`config.mk`:
```
export PLATFORM = sky130hd
export DESIGN_NAME = unique_key_fifo_flat
export DESIGN_NICKNAME = d
export VERILOG_FILES = /design/src/rtl/ukf_pkg.sv /design/src/rtl/ukf_ifs.sv /design/src/rtl/unique_key_fifo.sv /design/src/rtl/ukf_ctrl.sv /design/src/rtl/ukf_datapath.sv /design/src/flat_wrapper.sv
export SDC_FILE = /design/constraint.sdc
export NUM_CORES = 2
export LEC_CHECK = 0
export BUFFER_PORTS_ARGS = -buffer_cell sky130_fd_sc_hd__buf_2
export CORE_MARGIN = 2
export CORE_UTILIZATION = 60
export DETAILED_ROUTE_END_ITERATION = 8
export HOLD_SLACK_MARGIN = 0.1
export PLACE_DENSITY = 0.81
export SLEW_MARGIN = 30
export SYNTH_ARGS = -nofsm -noshare
export SYNTH_HDL_FRONTEND = slang
export SYNTH_HIERARCHICAL = 1
export SYNTH_SLANG_ARGS = --single-unit
```
`constraint.sdc`:
```
create_clock -name clock -period 20.9 [get_ports clock]
set_input_delay 4.18 -clock clock [delete_from_list [all_inputs] [get_ports clock]]
set_output_delay 4.18 -clock clock [all_outputs]
set_load 0.02 [all_outputs]
```
`src/rtl/ukf_pkg.sv`:
```
package ukf_pkg;

   localparam int DEPTH = 16;
   localparam int IDX_W = (DEPTH > 1) ? $clog2(DEPTH) : 1;
   localparam int CNT_W = $clog2(DEPTH + 1);
   localparam int OCC_W = 5;
   localparam int WORD_W = 32;
   localparam int STAT_W = 3;

   localparam logic KIND_ENQ = 1'b0;
   localparam logic KIND_DEQ = 1'b1;

   localparam logic [STAT_W-1:0] ST_ENQ   = 3'd0;
   localparam logic [STAT_W-1:0] ST_DUP   = 3'd1;
   localparam logic [STAT_W-1:0] ST_FULL  = 3'd2;
   localparam logic [STAT_W-1:0] ST_DEQ   = 3'd3;
   localparam logic [STAT_W-1:0] ST_EMPTY = 3'd4;

   typedef logic [WORD_W-1:0] word_type;
   typedef logic [IDX_W-1:0] idx_type;
   typedef logic [CNT_W-1:0] cnt_type;

   // controller to datapath
   typedef struct packed {
      logic load;     // item taken: latch it and run the key compare
      logic commit;   // decide, update the queue and fill the result register
   } ctrl_cmd_type;

endpackage

```
`src/rtl/ukf_ifs.sv`:
```
interface ukf_req_if;
   import ukf_pkg::*;

   logic valid;
   logic ready;
   logic kind;
   logic signed [WORD_W-1:0] entry_key;
   logic signed [WORD_W-1:0] entry_data;

   modport source (output valid, kind, entry_key, entry_data, input ready);
   modport sink (input valid, kind, entry_key, entry_data, output ready);
endinterface

interface ukf_rsp_if;
   import ukf_pkg::*;

   logic valid;
   logic ready;
   logic [STAT_W-1:0] status;
   logic signed [WORD_W-1:0] removed_key;
   logic signed [WORD_W-1:0] removed_data;
   logic is_empty;
   logic [OCC_W-1:0] occupancy;

   modport source (output valid, status, removed_key, removed_data, is_empty, occupancy,
                   input ready);
   modport sink (input valid, status, removed_key, removed_data, is_empty, occupancy,
                 output ready);
endinterface

```
`src/rtl/unique_key_fifo.sv`:
```
// Queue of up to 16 key/data pairs that refuses an enqueue whose key is
// already held (status 1, checked before full), an enqueue into a full
// queue (status 2) and a dequeue from an empty one (status 4); every item
// gives exactly one result with the removed pair on a dequeue, the empty
// flag and the occupancy after the operation. An item is first latched
// and its key compared against every held entry in parallel, then the
// update is committed into the result register. The next item is
// taken once the commit is done, and the result register holds one
// finished result while the next item is worked on; a commit waits only
// while that register is full and not being drained.
module unique_key_fifo (
   input logic clock,
   input logic reset,
   ukf_req_if.sink   req_ch,
   ukf_rsp_if.source rsp_ch
);
   import ukf_pkg::*;

   ctrl_cmd_type cmd;

   ukf_ctrl u_ctrl (
      .clock     (clock),
      .reset     (reset),
      .req_valid (req_ch.valid),
      .req_ready (req_ch.ready),
      .rsp_ready (rsp_ch.ready),
      .rsp_valid (rsp_ch.valid),
      .cmd       (cmd)
   );

   ukf_datapath u_datapath (
      .clock            (clock),
      .reset            (reset),
      .cmd              (cmd),
      .req_kind         (req_ch.kind),
      .req_key          (req_ch.entry_key),
      .req_data         (req_ch.entry_data),
      .rsp_status       (rsp_ch.status),
      .rsp_removed_key  (rsp_ch.removed_key),
      .rsp_removed_data (rsp_ch.removed_data),
      .rsp_is_empty     (rsp_ch.is_empty),
      .rsp_occupancy    (rsp_ch.occupancy)
   );

endmodule

```
`src/rtl/ukf_ctrl.sv`:
```
module ukf_ctrl (
   input  logic                  clock,
   input  logic                  reset,
   input  logic                  req_valid,
   output logic                  req_ready,
   input  logic                  rsp_ready,
   output logic                  rsp_valid,
   output ukf_pkg::ctrl_cmd_type cmd
);
   import ukf_pkg::*;

   localparam logic [0:0] S_IDLE   = 1'b0;
   localparam logic [0:0] S_COMMIT = 1'b1;

   logic [0:0] state_ff, state_in;
   logic       rsp_valid_ff, rsp_valid_in;
   logic       slot_free;

   // result register can take a new item when empty or being drained
   assign slot_free = !rsp_valid_ff || rsp_ready;

   always_comb begin
      state_in = state_ff;
      cmd.load = 1'b0;
      cmd.commit = 1'b0;
      case (state_ff)
         S_IDLE: begin
            if (req_valid) begin
               cmd.load = 1'b1;
               state_in = S_COMMIT;
            end
         end
         S_COMMIT: begin
            if (slot_free) begin
               cmd.commit = 1'b1;
               state_in = S_IDLE;
            end
         end
         default: state_in = S_IDLE;
      endcase
   end

   always_comb begin
      rsp_valid_in = rsp_valid_ff;
      if (cmd.commit) begin
         rsp_valid_in = 1'b1;
      end else if (rsp_ready) begin
         rsp_valid_in = 1'b0;
      end
   end

   always_ff @(posedge clock) begin
      if (reset) begin
         state_ff <= S_IDLE;
         rsp_valid_ff <= 1'b0;
      end else begin
         state_ff <= state_in;
         rsp_valid_ff <= rsp_valid_in;
      end
   end

   assign req_ready = (state_ff == S_IDLE);
   assign rsp_valid = rsp_valid_ff;

endmodule

```
`src/rtl/ukf_datapath.sv`:
```
module ukf_datapath (
   input  logic                             clock,
   input  logic                             reset,
   input  ukf_pkg::ctrl_cmd_type            cmd,
   input  logic                             req_kind,
   input  logic signed [ukf_pkg::WORD_W-1:0] req_key,
   input  logic signed [ukf_pkg::WORD_W-1:0] req_data,
   output logic [ukf_pkg::STAT_W-1:0]       rsp_status,
   output logic signed [ukf_pkg::WORD_W-1:0] rsp_removed_key,
   output logic signed [ukf_pkg::WORD_W-1:0] rsp_removed_data,
   output logic                             rsp_is_empty,
   output logic [ukf_pkg::OCC_W-1:0]        rsp_occupancy
);
   import ukf_pkg::*;

   word_type key_store [DEPTH];
   word_type data_store [DEPTH];

   idx_type  head_ff, head_in;
   idx_type  tail_ff, tail_in;
   cnt_type  count_ff, count_in;

   logic     kind_ff;
   word_type key_ff;
   word_type data_ff;
   logic [DEPTH-1:0] held;
   logic [DEPTH-1:0] match_ff;
   word_type rd_key_ff;
   word_type rd_data_ff;

   logic [STAT_W-1:0] status_in, status_ff;
   word_type rkey_in, rkey_ff;
   word_type rdata_in, rdata_ff;
   logic     empty_ff;
   logic [OCC_W-1:0] occ_ff;
   logic     do_write;

   function automatic idx_type next_slot(input idx_type slot);
      return (slot == idx_type'(DEPTH - 1)) ? '0 : idx_type'(slot + 1'b1);
   endfunction

   // an entry is held when its distance from head is below the count
   for (genvar g = 0; g < DEPTH; g++) begin : g_held
      localparam logic [CNT_W:0] G_IDX = (CNT_W + 1)'(g);
      logic [CNT_W:0] hd;
      logic [CNT_W:0] span;
      assign hd = (CNT_W + 1)'(head_ff);
      assign span = (G_IDX >= hd) ? G_IDX - hd : G_IDX + (CNT_W + 1)'(DEPTH) - hd;
      assign held[g] = span < (CNT_W + 1)'(count_ff);
   end

   always_ff @(posedge clock) begin
      if (cmd.load) begin
         kind_ff <= req_kind;
         key_ff <= req_key;
         data_ff <= req_data;
         for (int i = 0; i < DEPTH; i++) begin
            match_ff[i] <= held[i] && (key_store[i] == word_type'(req_key));
         end
      end
      // oldest entry, read ahead so it is ready at commit
      rd_key_ff <= key_store[head_ff];
      rd_data_ff <= data_store[head_ff];
   end

   always_comb begin
      head_in = head_ff;
      tail_in = tail_ff;
      count_in = count_ff;
      rkey_in = '0;
      rdata_in = '0;
      do_write = 1'b0;
      if (kind_ff == KIND_ENQ) begin
         if (|match_ff) begin
            status_in = ST_DUP;
         end else if (count_ff == cnt_type'(DEPTH)) begin
            status_in = ST_FULL;
         end else begin
            status_in = ST_ENQ;
            do_write = 1'b1;
            tail_in = next_slot(tail_ff);
            count_in = cnt_type'(count_ff + 1'b1);
         end
      end else begin
         if (count_ff == '0) begin
            status_in = ST_EMPTY;
         end else begin
            status_in = ST_DEQ;
            rkey_in = rd_key_ff;
            rdata_in = rd_data_ff;
            head_in = next_slot(head_ff);
            count_in = cnt_type'(count_ff - 1'b1);
         end
      end
   end

   always_ff @(posedge clock) begin
      if (cmd.commit && do_write) begin
         key_store[tail_ff] <= key_ff;
         data_store[tail_ff] <= data_ff;
      end
   end

   always_ff @(posedge clock) begin
      if (reset) begin
         head_ff <= '0;
         tail_ff <= '0;
         count_ff <= '0;
      end else if (cmd.commit) begin
         head_ff <= head_in;
         tail_ff <= tail_in;
         count_ff <= count_in;
      end
   end

   always_ff @(posedge clock) begin
      if (cmd.commit) begin
         status_ff <= status_in;
         rkey_ff <= rkey_in;
         rdata_ff <= rdata_in;
         empty_ff <= (count_in == '0);
         occ_ff <= OCC_W'(count_in);
      end
   end

   assign rsp_status = status_ff;
   assign rsp_removed_key = $signed(rkey_ff);
   assign rsp_removed_data = $signed(rdata_ff);
   assign rsp_is_empty = empty_ff;
   assign rsp_occupancy = occ_ff;

endmodule

```
`src/flat_wrapper.sv`:
```
// flat-port wrapper written by rule: the top's interface ports become plain ports
module unique_key_fifo_flat import ukf_pkg::*;
  (clock, reset, req_ch_valid, req_ch_kind, req_ch_entry_key, req_ch_entry_data, req_ch_ready, rsp_ch_valid, rsp_ch_status, rsp_ch_removed_key, rsp_ch_removed_data, rsp_ch_is_empty, rsp_ch_occupancy, rsp_ch_ready);
  ukf_req_if req_ch_i ();
  ukf_rsp_if rsp_ch_i ();
  input logic clock;
  input logic reset;
  input wire logic [$bits(req_ch_i.valid)-1:0] req_ch_valid;
  input wire logic [$bits(req_ch_i.kind)-1:0] req_ch_kind;
  input wire logic [$bits(req_ch_i.entry_key)-1:0] req_ch_entry_key;
  input wire logic [$bits(req_ch_i.entry_data)-1:0] req_ch_entry_data;
  output wire logic [$bits(req_ch_i.ready)-1:0] req_ch_ready;
  output wire logic [$bits(rsp_ch_i.valid)-1:0] rsp_ch_valid;
  output wire logic [$bits(rsp_ch_i.status)-1:0] rsp_ch_status;
  output wire logic [$bits(rsp_ch_i.removed_key)-1:0] rsp_ch_removed_key;
  output wire logic [$bits(rsp_ch_i.removed_data)-1:0] rsp_ch_removed_data;
  output wire logic [$bits(rsp_ch_i.is_empty)-1:0] rsp_ch_is_empty;
  output wire logic [$bits(rsp_ch_i.occupancy)-1:0] rsp_ch_occupancy;
  input wire logic [$bits(rsp_ch_i.ready)-1:0] rsp_ch_ready;
  assign req_ch_i.valid = req_ch_valid;
  assign req_ch_i.kind = req_ch_kind;
  assign req_ch_i.entry_key = req_ch_entry_key;
  assign req_ch_i.entry_data = req_ch_entry_data;
  assign req_ch_ready = req_ch_i.ready;
  assign rsp_ch_valid = rsp_ch_i.valid;
  assign rsp_ch_status = rsp_ch_i.status;
  assign rsp_ch_removed_key = rsp_ch_i.removed_key;
  assign rsp_ch_removed_data = rsp_ch_i.removed_data;
  assign rsp_ch_is_empty = rsp_ch_i.is_empty;
  assign rsp_ch_occupancy = rsp_ch_i.occupancy;
  assign rsp_ch_i.ready = rsp_ch_ready;
  unique_key_fifo u_core (.clock(clock), .reset(reset), .req_ch(req_ch_i), .rsp_ch(rsp_ch_i));
endmodule
```
After elaboration in Yosys (flattened, before gate mapping)
Memories as Yosys holds them, arrays and structs flattened. A register that Yosys moved wholly into a read port is not among the register bits.
Cells that the tools add are included.
{"block": "op_classes", "addsub": 36, "n_mul": 0, "div": 0, "order_cmp": 32, "eq_ne": 19, "shift": 0, "muxes": 39, "bitwise": 5, "reduce_logical": 26}
{"operator": "$eq 32x32->1", "n": 16}
{"operator": "$lt 6x5->1", "n": 16}
{"operator": "$mux 6", "n": 16}
{"operator": "$sub 5x4->6 const A", "n": 16}
{"operator": "$sub 4x4->5 const A", "n": 8}
{"operator": "$ge 4x4->1 const A", "n": 8}
{"operator": "$mux 5", "n": 4}
{"operator": "$sub 3x4->5 const A", "n": 4}
{"operator": "$logic_and 1x1->1", "n": 17}
{"operator": "$ge 3x4->1 const A", "n": 4}
{"operator": "$reduce_or 16->1", "n": 1}
{"operator": "$mux 1", "n": 12}
{"operator": "$logic_not 5->1", "n": 2}
{"operator": "$sub 1x4->5 const A", "n": 2}
{"operator": "$sub 2x4->5 const A", "n": 2}
{"operator": "$add 4x1->4 const B", "n": 2}
{"operator": "$eq 4x4->1 const B", "n": 2}
{"operator": "$ge 1x4->1 const A", "n": 2}
{"operator": "$ge 2x4->1 const A", "n": 2}
{"operator": "$mux 4", "n": 2}
{"operator": "$mux 3", "n": 2}
{"operator": "$add 5x1->5 const B", "n": 1}
{"operator": "$eq 5x5->1 const B", "n": 1}
{"operator": "$not 1->1", "n": 5}
{"operator": "other kinds (9)", "n": 10}
{"block": "totals", "regBits": 169, "latch_bits": 0, "ramBits": 1024, "rom_bits": 0, "inputBits": 69, "out_inout_bits": 75, "elab_cells": 173, "n_memories": 2}
{"name": "u_core.u_datapath.data_store", "depth": 16, "word_bits": 32, "read_ports": 1, "rd_clocked_by_memory_dff": 1, "wr": 1, "line": "ukf_datapath.sv:17", "source": "word_type data_store [DEPTH];"}
{"name": "u_core.u_datapath.key_store", "depth": 16, "word_bits": 32, "read_ports": 17, "rd_clocked_by_memory_dff": 1, "wr": 1, "line": "ukf_datapath.sv:16", "source": "word_type key_store [DEPTH];"}

Longest topological paths before layout
{"block": "logic_depth", "word_depth": 7, "mapped_depth": 12}

Cells and area by module
The synthesis kept the hierarchy.
{"mod": "ukf_datapath", "n_inst": 1, "cells_per_inst": 2815, "area_per_inst_um2": 53193.5, "seq_area_each_um2": 36915.4}
{"mod": "ukf_ctrl", "n_inst": 1, "cells_per_inst": 10, "area_per_inst_um2": 95.1, "seq_area_each_um2": 40.0}

Worst setup path after synthesis
OpenSTA, ideal clock, no wires.
{"block": "synth_timing", "path_kind": "input-to-reg", "from": "in rsp_ch_ready", "to": "mem u_core/u_datapath/data_store[0][0] (netlist bit) (enable)", "t_arrival_ps": 10277, "t_required_ps": 20335, "setup_slack_ps": 10057, "cell_stages": 7, "n_path_buf": 1, "cell_sequence": "nand2b_1 > and2_2 > buf_4 > inv_1 > a2111oi_4 > nand2_1 > nor3_1"}
{"item": "from (decl)", "line": "flat_wrapper.sv:19", "source": "input wire logic [$bits(rsp_ch_i.ready)-1:0] rsp_ch_ready;"}
{"item": "to (decl)", "line": "ukf_datapath.sv:17"}

==> results.yml <==
finish:
  area_growth_syn_to_layout_pct: 12.24
  final_net_count: 3148
  final_cell_count_no_fill: 4270
  final_core_utilization: 0.6778
  post_route_cells_drive_above_1_share: 0.2363
floorplanning:
  top_level_ports: 144
  placeableCoreArea_um2: 88240
  die_y_um: 302.0
  die-area_um2: 91210
  core.rowCount: 109
  starting_density_of_the_core: 0.6039
  chipWidth_um: 302.0
clock_network:
  cts-root-to-sink-buffers: 3
  cts_tree: "built"
  worst_setup_hold_path_clk_slew_ns: 0.06
  clock-root-buffer: "clkbuf_16"
  htreeDepth: 4
  holdBufCountCts: 0
  cts_resized: 0
  clkSinkCount: 1257
  cts_post_setup_buffers_inserted: 0
  clk-insertion-delay-late_ns: 0.76
  cts_inserted_buffers: 132
route:
  drt_pre_antenna_iters: 6
  route.final.wire_length_um: 168200
  drc: 0
  ant_nets: 0
  drt-vias-per-instance: 6.958
  wire_per_inst_um: 39.39
  dr_total_vias: 29710
  detail_route.iter0.violations: 5006
yosys:
  synthFlopType: "edfxtp_1"
  avgSynthCellArea_um2: 18.86
  netlist.area_leader.share: 0.6638
  synth_top_area_cell: "edfxtp_1"
  synth_warnings: 6
  ys_top_cells_by_count: "edfxtp_1, xor2_1, mux4_2"
  synth.most_common_cell: "edfxtp_1"
  synth-seq-cells: 1257
  synth-async-reset-ratio: 0
  netlist-cell-type-count: 53
  area_contributors_post_synth: "edfxtp_1, mux4_2, xor2_1"
  synthCells: 2825
  synth-edff-count: 1178
  ys_seq_area_frac: 0.6935
  synthesis.area_um2: 53290
global_routing:
  grt_antenna_before_repair: 15
  vias_in_the_first_global_route: 28770
  grt_pass1_wl_um: 230000
  globalRouteMet1Util: 0.5065
  grt_util_met3: 0.09876
  groute.usage.overall: 0.3733
  most_used_routing_layer: "met2"
  grt_overflow: 0
  grt_max_degree: 141
  global_route.usage.met2: 0.5751
setup_path:
  critical_path.startpoint_type: "primary input"
  worstPathMaxFanout: 44
  cp.arrival_ns: 7.92
  critPathKind: "in -> reg"
  worstPathRequired_ns: 21.26
  critPathCaptureType: "register"
sta:
  finalWorstPathRequiredPeriod_ns: 7.559
  worst_pin_slew_ns: 1.111
  rsz_0062_raised_after_global_routing: "no"
  drv_slew: 0
  total_negative_setup_slacks_ns: 0
  final_hold_viol_count: 0
  fin_skew_ns: 0.02764
  finish_stage_setup_viols: 0
  min_period_over_period: 0.3617
  fmax_mhz: 132.3
  worst_slew_margin_rel: 0.2596
job:
  max-cap-violations: 0
min_path:
  classification_of_the_worst_slack_hold_path: "reg -> reg"
place:
  port_buffers: 143
  hpwlAfterDp_um: 108000
  place_congestion: 1.105
  dp_cells: 4021
run_status:
  status: "complete, no violations"
power:
  max_vdd_drop_v: 0.0001135
  power-per-cell-area_nw_per_um2: 89.95
  p_leak_nw: 19.68
-- registers in the layout, indices dropped and copies added, names as in the netlist, 4 cells and up --
signal and cells:
u_core/u_datapath/key_ff 32, u_core/u_datapath/rsp_removed_key 32, u_core/u_datapath/rd_data_ff 32, u_core/u_datapath/rsp_removed_data 32
u_core/u_datapath/match_ff 16, u_core/u_datapath/tail_ff 4, u_core/u_datapath/data_store 512, u_core/u_datapath/data_ff 32
u_core/u_datapath/rd_key_ff 32, u_core/u_datapath/rsp_occupancy 5, u_core/u_datapath/key_store 512, u_core/u_datapath/count_ff 5
u_core/u_datapath/head_ff 4
-- stage by stage --
stage               hold slack, ns  power, W  worst slack [ns]  instance area, um^2
global route                0.5175  0.005495             13.20                59810
global placement            0.4857  0.003085             12.78                55280
detailed placement          0.4893  0.003092             12.61                55390
CTS                         0.4881  0.005389             13.34                59660
floorplan                   0.4822  0.002982             10.06                53290
finish                      0.4957  0.005380             13.34                59810
-- cell type report --
class	count	area, um^2
fillers	5499	28430
flip-flops and latches	1257	36970
repair buffers	190	1217
inverters	45	173.9
clock buffers	176	3571
clock inverters	66	699.4
well taps	1165	1458
multi-input cells	1368	15720
diodes	3	7.507
-- per-layer routing --
metal,vias up,routed length [um]
li1,11490,-
met1,15550,60010
met2,2266,79400
met3,391,20010
met4,14,8687
met5,-,89
-- report_power, final --
part / internal (W) / switching (W) / leakage [nW]
Clock: 0.00133 / 0.00100 / 2.08
Sequential: 0.00278 / 0.0000383 / 11.4
Combinational: 0.0000717 / 0.000162 / 6.24
-- worst paths after layout --
path / end / depth (start not counted) / slack, ns / startpoint
max: u_core/u_datapath/data_store[8][0]$_DFFE_PP_ / 8 / 13.34 / rsp_ch_ready
min: u_core/u_datapath/rsp_removed_data[2]$_SDFFCE_PP0P_ / 1 / 0.50 / u_core/u_datapath/rd_data_ff[2]$_DFF_P_
max reg2reg: u_core/u_datapath/data_store[8][0]$_DFFE_PP_ / 6 / 15.82 / u_core/u_datapath/match_ff[14]$_DFFE_PP_
min reg2reg: u_core/u_datapath/rsp_removed_data[2]$_SDFFCE_PP0P_ / 1 / 0.50 / u_core/u_datapath/rd_data_ff[2]$_DFF_P_
-- placed cells by master (no fill, tap or decap), types with 15 or more instances in the layout --
cell type / netlist / layout
dfxtp_1: 79 / 76
nor3_1: 21 / 15
mux4_2: 320 / 320
buf_2: 47 / 143
clkinv_1: 1 / 25
xor2_1: 463 / 463
and2_1: 64 / 64
clkinv_2: 0 / 17
nor4_1: 115 / 105
a21o_1: 29 / 29
a21oi_1: 18 / 18
inv_1: 43 / 43
nor2_1: 32 / 20
nand2_1: 36 / 36
nand3_1: 22 / 22
xnor2_1: 63 / 62
clkbuf_16: 0 / 134
edfxtp_1: 1178 / 1178
buf_4: 2 / 32
clkbuf_1: 93 / 36
nand4_1: 37 / 37
ha_1: 85 / 85
-- worst max-delay path, stage by stage --
cell and delay [ns]:
buf_2 0.07, nand2b_1 0.15, and2_4 0.52, inv_1 0.16, a2111oi_4 0.64, nand2_1 0.40
nor2_4 0.75, buf_4 0.96
-- kinds of logic (layout without fill, tap and decap cells) --
group,after synthesis,count (layout),share of synthesized area
and+or+nand+nor,343,343,0.03651
muxes,323,323,0.1358
AOI/OAI and AO/OA,88,88,0.01221
other,2,6,0.0001409
DFF,1257,1257,0.6935
buffers and inverters,201,477,0.01543
xor gates and xnor gates,526,526,0.08645
adders and majority gates,85,85,0.01996
(Power assumes the default switching activity.)
